<file path="src/sv/isotp_pkg.sv">
// Shared types and constants for the ISO-TP receive reassembler.
// Used by isotp_front, isotp_jobq, isotp_back and the top level; no dependencies.
`timescale 1ns / 1ps
`default_nettype none

package isotp_pkg;

	// Result kinds
	localparam logic [1:0] KIND_BYTE    = 2'd0;
	localparam logic [1:0] KIND_SEND_FC = 2'd1;
	localparam logic [1:0] KIND_FC_RCVD = 2'd2;
	localparam logic [1:0] KIND_DONE    = 2'd3;

	// Frame types, upper nibble of data byte 0
	localparam logic [3:0] FT_SINGLE      = 4'h0;
	localparam logic [3:0] FT_FIRST       = 4'h1;
	localparam logic [3:0] FT_CONSECUTIVE = 4'h2;
	localparam logic [3:0] FT_FLOW_CTRL   = 4'h3;

	// Configuration register indexes
	localparam logic [1:0] CFG_ACCEPT_ID  = 2'd0;
	localparam logic [1:0] CFG_FC_TX_ID   = 2'd1;
	localparam logic [1:0] CFG_BLOCK_SIZE = 2'd2;
	localparam logic [1:0] CFG_SEP_TIME   = 2'd3;

	localparam logic [28:0] FC_TX_ID_RESET = 29'h18da3df1;
	localparam logic [2:0]  SF_MAX_LEN     = 3'd7;
	localparam logic [2:0]  FF_DATA_BYTES  = 3'd6;

	// Configuration register set
	typedef struct packed {
		logic [28:0] accept_id;
		logic [28:0] fc_tx_id;
		logic [7:0]  block_size;
		logic [7:0]  sep_time;
	} cfg_t;

	// One frame's worth of work for the back end: a run of payload
	// bytes followed by an optional closing result.
	typedef struct packed {
		logic [28:0] msg_id;
		logic [11:0] base_off;
		logic [2:0]  nbytes;
		logic [55:0] data;      // first payload byte in [55:48]
		logic [11:0] total_len;
		logic        tail_en;
		logic [1:0]  tail_kind;
		logic [3:0]  fs;
		logic [7:0]  bs;
		logic [7:0]  st;
		logic [28:0] out_id;
	} job_t;

endpackage

`default_nettype wire

</file>
<file path="src/sv/isotp_front.sv">
// Front end: filters and classifies frames, keeps the reassembly state
// and builds at most one job per frame. Depends on isotp_pkg.
`timescale 1ns / 1ps
`default_nettype none

module isotp_front #(
	parameter int MAX_MESSAGE_BYTES = 4095
) (
	input  wire logic              clk,
	input  wire logic              arst_n,
	input  wire isotp_pkg::cfg_t   cfg,
	input  wire logic              frame_valid,
	input  wire logic [28:0]       frame_id,
	input  wire logic [63:0]       frame_bytes,
	input  wire logic              jq_full,
	output      logic              jq_wr,
	output      isotp_pkg::job_t   jq_data
);

	localparam logic [11:0] MAX_LEN = 12'(MAX_MESSAGE_BYTES);

	logic [28:0] open_id_q;
	logic [11:0] decl_len_q;
	logic [12:0] rcv_cnt_q;
	logic [3:0]  exp_seq_q;
	logic        rx_open_q;

	logic [28:0] open_id_d;
	logic [11:0] decl_len_d;
	logic [12:0] rcv_cnt_d;
	logic [3:0]  exp_seq_d;
	logic        rx_open_d;

	logic        take;
	logic [7:0]  b0, b1, b2;
	logic [3:0]  ftype, low;
	logic [2:0]  sf_len;
	logic [11:0] ff_raw, ff_len;
	logic        ff_short;
	logic [13:0] cf_sum, cf_decl, cf_end;
	logic        has_job;
	isotp_pkg::job_t job;

	assign take  = frame_valid && !jq_full && (frame_id == cfg.accept_id);
	assign b0    = frame_bytes[63:56];
	assign b1    = frame_bytes[55:48];
	assign b2    = frame_bytes[47:40];
	assign ftype = b0[7:4];
	assign low   = b0[3:0];

	// Length decode for single, first and consecutive frames
	assign sf_len   = (low > 4'd7) ? isotp_pkg::SF_MAX_LEN : low[2:0];
	assign ff_raw   = {low, b1};
	assign ff_len   = (ff_raw > MAX_LEN) ? MAX_LEN : ff_raw;
	assign ff_short = ff_len <= 12'd6;
	assign cf_sum   = {1'b0, rcv_cnt_q} + 14'd7;
	assign cf_decl  = {2'b00, decl_len_q};
	assign cf_end   = (cf_sum > cf_decl) ? cf_decl : cf_sum;

	// Classify the frame and build its job
	always_comb begin
		job        = '0;
		has_job    = 1'b0;
		open_id_d  = open_id_q;
		decl_len_d = decl_len_q;
		rcv_cnt_d  = rcv_cnt_q;
		exp_seq_d  = exp_seq_q;
		rx_open_d  = rx_open_q;
		unique case (ftype)
			isotp_pkg::FT_SINGLE: begin
				has_job       = 1'b1;
				rx_open_d     = 1'b0;
				job.msg_id    = frame_id;
				job.nbytes    = sf_len;
				job.data      = frame_bytes[55:0];
				job.total_len = {9'd0, sf_len};
				job.tail_en   = 1'b1;
				job.tail_kind = isotp_pkg::KIND_DONE;
			end
			isotp_pkg::FT_FIRST: begin
				has_job       = 1'b1;
				job.msg_id    = frame_id;
				job.data      = {frame_bytes[47:0], 8'h00};
				job.total_len = ff_len;
				job.tail_en   = 1'b1;
				if (ff_short) begin
					job.nbytes    = ff_len[2:0];
					job.tail_kind = isotp_pkg::KIND_DONE;
					rx_open_d     = 1'b0;
				end else begin
					job.nbytes    = isotp_pkg::FF_DATA_BYTES;
					job.tail_kind = isotp_pkg::KIND_SEND_FC;
					job.bs        = cfg.block_size;
					job.st        = cfg.sep_time;
					job.out_id    = cfg.fc_tx_id;
					open_id_d     = frame_id;
					decl_len_d    = ff_len;
					rcv_cnt_d     = 13'd6;
					exp_seq_d     = 4'd1;
					rx_open_d     = 1'b1;
				end
			end
			isotp_pkg::FT_CONSECUTIVE: begin
				if (rx_open_q && low == exp_seq_q) begin
					has_job       = 1'b1;
					job.msg_id    = open_id_q;
					job.base_off  = rcv_cnt_q[11:0];
					job.nbytes    = 3'(cf_end - {1'b0, rcv_cnt_q});
					job.data      = frame_bytes[55:0];
					job.total_len = decl_len_q;
					job.tail_kind = isotp_pkg::KIND_DONE;
					rcv_cnt_d     = cf_end[12:0];
					exp_seq_d     = exp_seq_q + 4'd1;
					if (cf_end >= cf_decl) begin
						job.tail_en = 1'b1;
						rx_open_d   = 1'b0;
					end
				end
			end
			isotp_pkg::FT_FLOW_CTRL: begin
				has_job       = 1'b1;
				job.msg_id    = frame_id;
				job.tail_en   = 1'b1;
				job.tail_kind = isotp_pkg::KIND_FC_RCVD;
				job.fs        = low;
				job.bs        = b1;
				job.st        = b2;
			end
			default: begin
				has_job = 1'b0;
			end
		endcase
	end

	assign jq_wr   = take && has_job;
	assign jq_data = job;

	// Advance reassembly state on each accepted, matching frame
	always_ff @(posedge clk or negedge arst_n) begin
		if (!arst_n) begin
			open_id_q  <= '0;
			decl_len_q <= '0;
			rcv_cnt_q  <= '0;
			exp_seq_q  <= '0;
			rx_open_q  <= 1'b0;
		end else if (take) begin
			open_id_q  <= open_id_d;
			decl_len_q <= decl_len_d;
			rcv_cnt_q  <= rcv_cnt_d;
			exp_seq_q  <= exp_seq_d;
			rx_open_q  <= rx_open_d;
		end
	end

`ifndef SYNTHESIS
	// An open reception always has bytes left to receive
	a_open_has_room: assert property (@(posedge clk) disable iff (!arst_n)
		rx_open_q |-> ({1'b0, rcv_cnt_q} < {2'b00, decl_len_q}))
		else $error("open reception with no bytes outstanding");

	// A consecutive frame job always carries at least one payload byte
	a_cf_nonempty: assert property (@(posedge clk) disable iff (!arst_n)
		(jq_wr && ftype == isotp_pkg::FT_CONSECUTIVE) |-> (jq_data.nbytes != 3'd0))
		else $error("consecutive frame job without payload");
`endif

endmodule

`default_nettype wire

</file>
<file path="src/sv/isotp_jobq.sv">
// Two-entry job queue between the front and back ends.
// Depends on isotp_pkg for the job type.
`timescale 1ns / 1ps
`default_nettype none

module isotp_jobq (
	input  wire logic            clk,
	input  wire logic            arst_n,
	input  wire logic            wr,
	input  wire isotp_pkg::job_t wr_data,
	output      logic            full,
	input  wire logic            rd,
	output      isotp_pkg::job_t rd_data,
	output      logic            nonempty
);

	isotp_pkg::job_t mem_q [2];
	logic            wr_ptr_q;
	logic            rd_ptr_q;
	logic [1:0]      count_q;
	logic            do_wr, do_rd;

	assign full     = count_q == 2'd2;
	assign nonempty = count_q != 2'd0;
	assign do_wr    = wr && !full;
	assign do_rd    = rd && nonempty;
	assign rd_data  = mem_q[rd_ptr_q];

	// Store jobs
	always_ff @(posedge clk) begin
		if (do_wr) begin
			mem_q[wr_ptr_q] <= wr_data;
		end
	end

	// Advance pointers and occupancy
	always_ff @(posedge clk or negedge arst_n) begin
		if (!arst_n) begin
			wr_ptr_q <= 1'b0;
			rd_ptr_q <= 1'b0;
			count_q  <= 2'd0;
		end else begin
			if (do_wr) wr_ptr_q <= !wr_ptr_q;
			if (do_rd) rd_ptr_q <= !rd_ptr_q;
			if (do_wr && !do_rd) count_q <= count_q + 2'd1;
			else if (do_rd && !do_wr) count_q <= count_q - 2'd1;
		end
	end

`ifndef SYNTHESIS
	// The front end never offers a job while the queue is full
	a_no_overflow: assert property (@(posedge clk) disable iff (!arst_n)
		!(wr && full))
		else $error("job written into a full queue");
`endif

endmodule

`default_nettype wire

</file>
<file path="src/sv/isotp_back.sv">
// Back end: expands each job into results in a single output register,
// one per cycle unless the receiver stalls. Depends on isotp_pkg.
`timescale 1ns / 1ps
`default_nettype none

module isotp_back (
	input  wire logic            clk,
	input  wire logic            arst_n,
	input  wire logic            jq_nonempty,
	input  wire isotp_pkg::job_t jq_data,
	output      logic            jq_rd,
	output      logic            empty,
	input  wire logic            pop,
	output      logic [1:0]      kind,
	output      logic [28:0]     message_id,
	output      logic [11:0]     byte_offset,
	output      logic [7:0]      byte_value,
	output      logic [11:0]     total_length,
	output      logic [3:0]      flow_status,
	output      logic [7:0]      block_size,
	output      logic [7:0]      sep_time,
	output      logic [28:0]     frame_out_id,
	output      logic            last
);

	isotp_pkg::job_t cur_q;
	logic            busy_q;
	logic [2:0]      idx_q;
	logic            out_valid_q;

	logic            emit;
	logic            is_byte;
	logic            last_now;
	logic [7:0]      bsel [8];

	// Split the payload into bytes
	always_comb begin
		for (int k = 0; k < 7; k++) begin
			bsel[k] = cur_q.data[8*(6-k) +: 8];
		end
		bsel[7] = 8'h00;
	end

	assign is_byte  = idx_q < cur_q.nbytes;
	assign last_now = is_byte ? (!cur_q.tail_en && idx_q == cur_q.nbytes - 3'd1) : 1'b1;
	assign emit     = busy_q && (!out_valid_q || pop);
	assign jq_rd    = jq_nonempty && (!busy_q || (emit && last_now));
	assign empty    = !out_valid_q;

	// Load jobs and step through their results
	always_ff @(posedge clk or negedge arst_n) begin
		if (!arst_n) begin
			busy_q      <= 1'b0;
			idx_q       <= '0;
			out_valid_q <= 1'b0;
		end else begin
			if (jq_rd) begin
				busy_q <= 1'b1;
				idx_q  <= '0;
			end else if (emit) begin
				idx_q <= idx_q + 3'd1;
				if (last_now) busy_q <= 1'b0;
			end
			if (emit) out_valid_q <= 1'b1;
			else if (pop) out_valid_q <= 1'b0;
		end
	end

	// Hold the current job
	always_ff @(posedge clk) begin
		if (jq_rd) cur_q <= jq_data;
	end

	// Fill the output register
	always_ff @(posedge clk) begin
		if (emit) begin
			message_id <= cur_q.msg_id;
			total_length <= cur_q.total_len;
			last <= last_now;
			if (is_byte) begin
				kind         <= isotp_pkg::KIND_BYTE;
				byte_offset  <= cur_q.base_off + 12'(idx_q);
				byte_value   <= bsel[idx_q];
				flow_status  <= '0;
				block_size   <= '0;
				sep_time     <= '0;
				frame_out_id <= '0;
			end else begin
				kind         <= cur_q.tail_kind;
				byte_offset  <= '0;
				byte_value   <= '0;
				flow_status  <= cur_q.fs;
				block_size   <= cur_q.bs;
				sep_time     <= cur_q.st;
				frame_out_id <= cur_q.out_id;
			end
		end
	end

`ifndef SYNTHESIS
	// The result index never runs past the closing result of a job
	a_idx_bound: assert property (@(posedge clk) disable iff (!arst_n)
		busy_q |-> (idx_q <= cur_q.nbytes))
		else $error("result index beyond job");
`endif

endmodule

`default_nettype wire

</file>
<file path="src/sv/isotp_receive_reassembler.sv">
// ISO-TP receive reassembler, top level: configuration registers and the
// front end, job queue and back end. Depends on isotp_pkg and all isotp_* modules.
//
// Usage:
//  - Frames enter through a queue-like port: a frame is taken at a clock edge
//    with push high and full low. Frames whose identifier differs from
//    accept_id are taken and dropped.
//  - Results leave through a queue-like port: while empty is low the oldest
//    result sits on the result ports; pop high at an edge takes it. The final
//    result of a frame has last set.
//  - Configuration: cfg_valid with cfg_index/cfg_data writes a register
//    (0 accept_id, 1 fc_tx_id, 2 rx_block_size, 3 rx_sep_time); cfg_ready is
//    always high. Write only while no results are outstanding.
//  - Flow: a taken frame passes as a job through the job queue and the back-end
//    current-job register to the output register. A frame yields 1 to 8 results
//    at one per cycle while the receiver does not stall; the front end takes a
//    frame per cycle while the two-entry job queue has room.
//  - Reset: configuration returns to its defaults, no reception is open and
//    both the job queue and output register are empty.
//  - When the receiver stalls, the output register holds, the back end waits,
//    the job queue fills and full rises.
`timescale 1ns / 1ps
`default_nettype none

module isotp_receive_reassembler #(
	parameter int MAX_MESSAGE_BYTES = 4095
) (
	input  wire logic        clk,
	input  wire logic        arst_n,
	input  wire logic        cfg_valid,
	output      logic        cfg_ready,
	input  wire logic [1:0]  cfg_index,
	input  wire logic [28:0] cfg_data,
	input  wire logic        push,
	output      logic        full,
	input  wire logic [28:0] frame_id,
	input  wire logic [63:0] frame_bytes,
	output      logic        empty,
	input  wire logic        pop,
	output      logic [1:0]  kind,
	output      logic [28:0] message_id,
	output      logic [11:0] byte_offset,
	output      logic [7:0]  byte_value,
	output      logic [11:0] total_length,
	output      logic [3:0]  flow_status,
	output      logic [7:0]  block_size,
	output      logic [7:0]  sep_time,
	output      logic [28:0] frame_out_id,
	output      logic        last
);

	isotp_pkg::cfg_t cfg_q;
	logic            jq_wr, jq_rd, jq_full, jq_nonempty;
	isotp_pkg::job_t jq_wdata, jq_rdata;

	assign cfg_ready = 1'b1;
	assign full      = jq_full;

	// Hold configuration registers
	always_ff @(posedge clk or negedge arst_n) begin
		if (!arst_n) begin
			cfg_q.accept_id  <= '0;
			cfg_q.fc_tx_id   <= isotp_pkg::FC_TX_ID_RESET;
			cfg_q.block_size <= '0;
			cfg_q.sep_time   <= '0;
		end else if (cfg_valid) begin
			unique case (cfg_index)
				isotp_pkg::CFG_ACCEPT_ID:  cfg_q.accept_id  <= cfg_data;
				isotp_pkg::CFG_FC_TX_ID:   cfg_q.fc_tx_id   <= cfg_data;
				isotp_pkg::CFG_BLOCK_SIZE: cfg_q.block_size <= cfg_data[7:0];
				isotp_pkg::CFG_SEP_TIME:   cfg_q.sep_time   <= cfg_data[7:0];
				default: ;
			endcase
		end
	end

	isotp_front #(
		.MAX_MESSAGE_BYTES(MAX_MESSAGE_BYTES)
	) u_front (
		.clk        (clk),
		.arst_n     (arst_n),
		.cfg        (cfg_q),
		.frame_valid(push),
		.frame_id   (frame_id),
		.frame_bytes(frame_bytes),
		.jq_full    (jq_full),
		.jq_wr      (jq_wr),
		.jq_data    (jq_wdata)
	);

	isotp_jobq u_jobq (
		.clk     (clk),
		.arst_n  (arst_n),
		.wr      (jq_wr),
		.wr_data (jq_wdata),
		.full    (jq_full),
		.rd      (jq_rd),
		.rd_data (jq_rdata),
		.nonempty(jq_nonempty)
	);

	isotp_back u_back (
		.clk         (clk),
		.arst_n      (arst_n),
		.jq_nonempty (jq_nonempty),
		.jq_data     (jq_rdata),
		.jq_rd       (jq_rd),
		.empty       (empty),
		.pop         (pop),
		.kind        (kind),
		.message_id  (message_id),
		.byte_offset (byte_offset),
		.byte_value  (byte_value),
		.total_length(total_length),
		.flow_status (flow_status),
		.block_size  (block_size),
		.sep_time    (sep_time),
		.frame_out_id(frame_out_id),
		.last        (last)
	);

endmodule

`default_nettype wire
</file>
<file path="config.mk">
export PLATFORM = sky130hd
export DESIGN_NAME = isotp_receive_reassembler
export DESIGN_NICKNAME = d
export VERILOG_FILES = /design/src/sv/isotp_pkg.sv /design/src/sv/isotp_front.sv /design/src/sv/isotp_jobq.sv /design/src/sv/isotp_back.sv /design/src/sv/isotp_receive_reassembler.sv
export SDC_FILE = /design/constraint.sdc
export NUM_CORES = 1
export LEC_CHECK = 0
export BUFFER_PORTS_ARGS = -buffer_cell sky130_fd_sc_hd__buf_2
export CAP_MARGIN = 15
export CORE_ASPECT_RATIO = 0.75
export CORE_MARGIN = 2
export CORE_UTILIZATION = 60
export DETAILED_ROUTE_END_ITERATION = 10
export HOLD_SLACK_MARGIN = 0.06
export PLACE_DENSITY = 0.8
export REMOVE_ABC_BUFFERS = 1
export SYNTH_ARGS = -nofsm -noshare
export SYNTH_HDL_FRONTEND = slang
export SYNTH_SLANG_ARGS = --single-unit
</file>
<file path="constraint.sdc">
create_clock -name clk -period 24.1 [get_ports clk]
set_input_delay 2.41 -clock clk [delete_from_list [all_inputs] [get_ports clk]]
set_output_delay 2.41 -clock clk [all_outputs]
set_load 0.02 [all_outputs]
</file>
==> impl_results.md <==
* R2r worst-path depth at 22
* Slew Limit Fails at 0
* Fill cells at 3116
* Num CTS Buffers at 70
* Drt total wl at 62790 um
* Worst slew pin tran at 1.079 ns
* Post-route clock period utilization at 23.88%
* CP Capture Type: register
* Relative slew slack at 28.04%
* Worst setup path end: u_jobq.mem_q[1][119]
* First-pass iteration count of the detailed router at 5
* Vias in the first global route at 16513
* Largest cells by area after synthesis: edfxtp_1 (61%), mux2_2 (11%), dfrtp_1 (10%)
* Fin nets at 2179
* Share of post-route cells with drive strength above 1 at 33.85%
* Gpl congestion at 0.8714
* Final ANT Viol Nets at 0
* RSZ-0062 raised after global routing: false
* Cell with the most instances after synthesis: edfxtp_1
* Die H at 197.3 um
* Sequential area share after synthesis at 72.77%
* CP Max Fanout at 71
* Synth Flop Type: edfxtp_1
* DIE WIDTH at 261.7 um
* Hold Buf Count CTS at 0
* PortBufs at 243
* Post-CTS sizing at 0
* Max-cap viol count at 0
* Non-Filler Instances at 2721
* Remaining DRCs at 0
* Die area at 0.05162 mm^2
* Synthesis Warnings at 0
* Yosys top cell area share at 60.80%
* Status: finished clean
* Ports at 245
* Synth unique cells at 61
* Later-pin clock latency in the skew report at 0.61 ns
* CTS tree: yes
* Clock buffer depth at 3
* #FFs+latches synth at 747
* VDD IR-drop max at 0.07300 mV
* Endpoint of the worst register-to-register path: u_jobq.mem_q[0][51]
* Reg2reg setup slack at 18.38 ns
* Pwr dens at 107.8 mW/mm^2
* Worst endpoint required time at 24.32 ns
* Initial DRC count at 1257
* Worst setup startpoint: frame_id[9]
* Top cell type by total area after synthesis: edfxtp_1
* Setup Skew at 0.02162 ns
* Setup crit start kind: input port
* Hold Path Class: reg -> reg
* GRT Total Usage at 24.72%
* Fin. Hold Viols at 0
* RR Startpoint: u_front.rcv_cnt_q[0]
* Vias per Instance at 5.916
* Root Driver: clkbuf_16
* Final setup viols at 0
* Mapped Avg Cell Area at 16.96 um^2
* Largest net degree at the start of global routing at 165
* Commonest cells in the synthesized netlist: edfxtp_1 (605), mux2_2 (284), dfrtp_1 (125), and2_1 (106), a22o_1 (86)
* Tmin final at 5.754 ns
* CTS H-tree depth at 3
* Fmax at 0.1738 GHz
* Final instance area at 0.03410 mm^2
* Number of flops mapped to enable cells by yosys at 605
* Layout Area Growth over Synthesis at 14.14%
* Synth Cell Area at 0.02988 mm^2
* First-pass GRT wire length at 95050 um
* Initial Utilization at 61.03%
* Via count at 16098
* WL/cell at 23.08 um
* Post-DP HPWL at 38770 um
* Synth Instances at 1762
* Setup TNS at 0 ns
* Crit Path Class: in -> reg
* Async SR Flop Fraction at 19.01%
* Core Box Area at 0.04896 mm^2
* DP Cell Count at 2588
* Post-CTS setup buffer count at 0
* Initial antenna violation count at 6
* Reg clk slew, reported paths at 0.06 ns
* DP Area at 0.03176 mm^2
* Row cnt at 70
* Sink Count at 747
* Leak pwr at 12.41 nW
* Overflow after GRT at 0
* Data arrival time of the worst path at 5.97 ns
[logic make-up after synthesis]
logic type                 after synthesis  synth area share, %
AOI/OAI and AO/OA                      193                4.912
xor gates and xnor gates                61                1.788
adders and majority gates               38                1.642
buffers and inverters                  114                1.583
DFF                                    747                72.77
muxes                                  303                11.68
other                                    1              0.01255
and+or+nand+nor                        305                5.616
[layer usage]
layer / GRT usage [%] / wire length (um) / vias to the layer above
li1: - / - / 7201
met1: 34.92 / 26790 / 8179
met2: 38.65 / 29910 / 584
met3: 4.876 / 4151 / 132
met4: 9.133 / 1925 / 2
met5: 0 / 16 / -
[per-stage QoR]
step	util, %	hold WS [ns]	setup slack [ns]	power (W)
3_3_place_gp	64.87	0.4029	17.79	0.002572
3_5_place_dp	64.87	0.4045	17.73	0.002599
5_1_grt	69.64	0.4131	17.96	0.003826
4_1_cts	69.63	0.4091	18.36	0.003712
2_1_floorplan	-	0.4003	12.48	0.002384
6_report	69.66	0.4083	18.35	0.003676
[worst max-delay path, stage by stage]
cell and delay (ns):
buf_2 0.12, xor2_1 0.17, nor4_1 0.55, nand4_1 0.29, nor3_4 0.42, nand3_1 0.12, a21oi_1 0.37, and2_4 0.56
buf_4 0.88
[worst min-delay path by stage]
stage                           start                endpoint  slack, ns  depth (start not counted)
floorplan           u_back.cur_q[135]    u_back.message_id[0]       0.40                          0
global placement     u_back.cur_q[61]  u_back.total_length[9]       0.40                          0
detailed placement  u_back.cur_q[156]   u_back.message_id[21]       0.40                          0
CTS                 u_back.cur_q[137]    u_back.message_id[2]       0.41                          0
global route        u_back.cur_q[137]    u_back.message_id[2]       0.41                          0
finish              u_back.cur_q[137]    u_back.message_id[2]       0.41                          0
[power breakdown]
group          leakage [nW]  switching [W]  internal, W
Sequential             7.15      0.0000946      0.00172
Combinational          4.12       0.000465     0.000286
Clock                  1.14       0.000463     0.000649
Total                  12.4        0.00102      0.00265
[layout by cell type, fill, tap and decap left out, drive strengths merged, types with 8 or more instances in the layout]
cell	instances
edfxtp	605
mux2	285
buf	264
dfrtp	125
and2	106
clkbuf	99
a22o	86
nor2	61
nand2	50
ha	36
a21oi	35
xor2	35
inv	30
o21ai	27
xnor2	26
clkinv	20
dfstp	17
nor3	13
nand2b	12
nand3	12
nand4	10
mux2i	10
nor4	9
nor2b	9
a211oi	9
mux4	8
[area by class of cell]
cell class | instances | area, um^2 | area share, %
Inverter | 28 | 107.6 | 0.3155
Timing Repair Buffer | 264 | 1393 | 4.084
Sequential cell | 747 | 21750 | 63.77
Clock inverter | 29 | 322.8 | 0.9466
Antenna cell | 5 | 12.51 | 0.03669
Clock buffer | 99 | 2006 | 5.881
Tap cell | 648 | 810.8 | 2.377
Multi-Input combinational cell | 901 | 7705 | 22.59
[registers in the layout (all words and copies together) (netlist names), 3 cells and up]
signal	count
u_front.open_id_q	29
u_front.decl_len_q	12
u_jobq.mem_q	328
u_back.block_size	8
u_back.total_length	12
u_front.exp_seq_q	4
u_back.flow_status	4
u_back.byte_offset	12
u_back.message_id	29
u_back.bsel	56
u_back.sep_time	8
u_back.byte_value	8
u_back.frame_out_id	29
u_back.cur_q	108
u_front.rcv_cnt_q	13
u_back.idx_q	3
cfg_q	74
No activity file was read; power rests on OpenSTA's default activity.
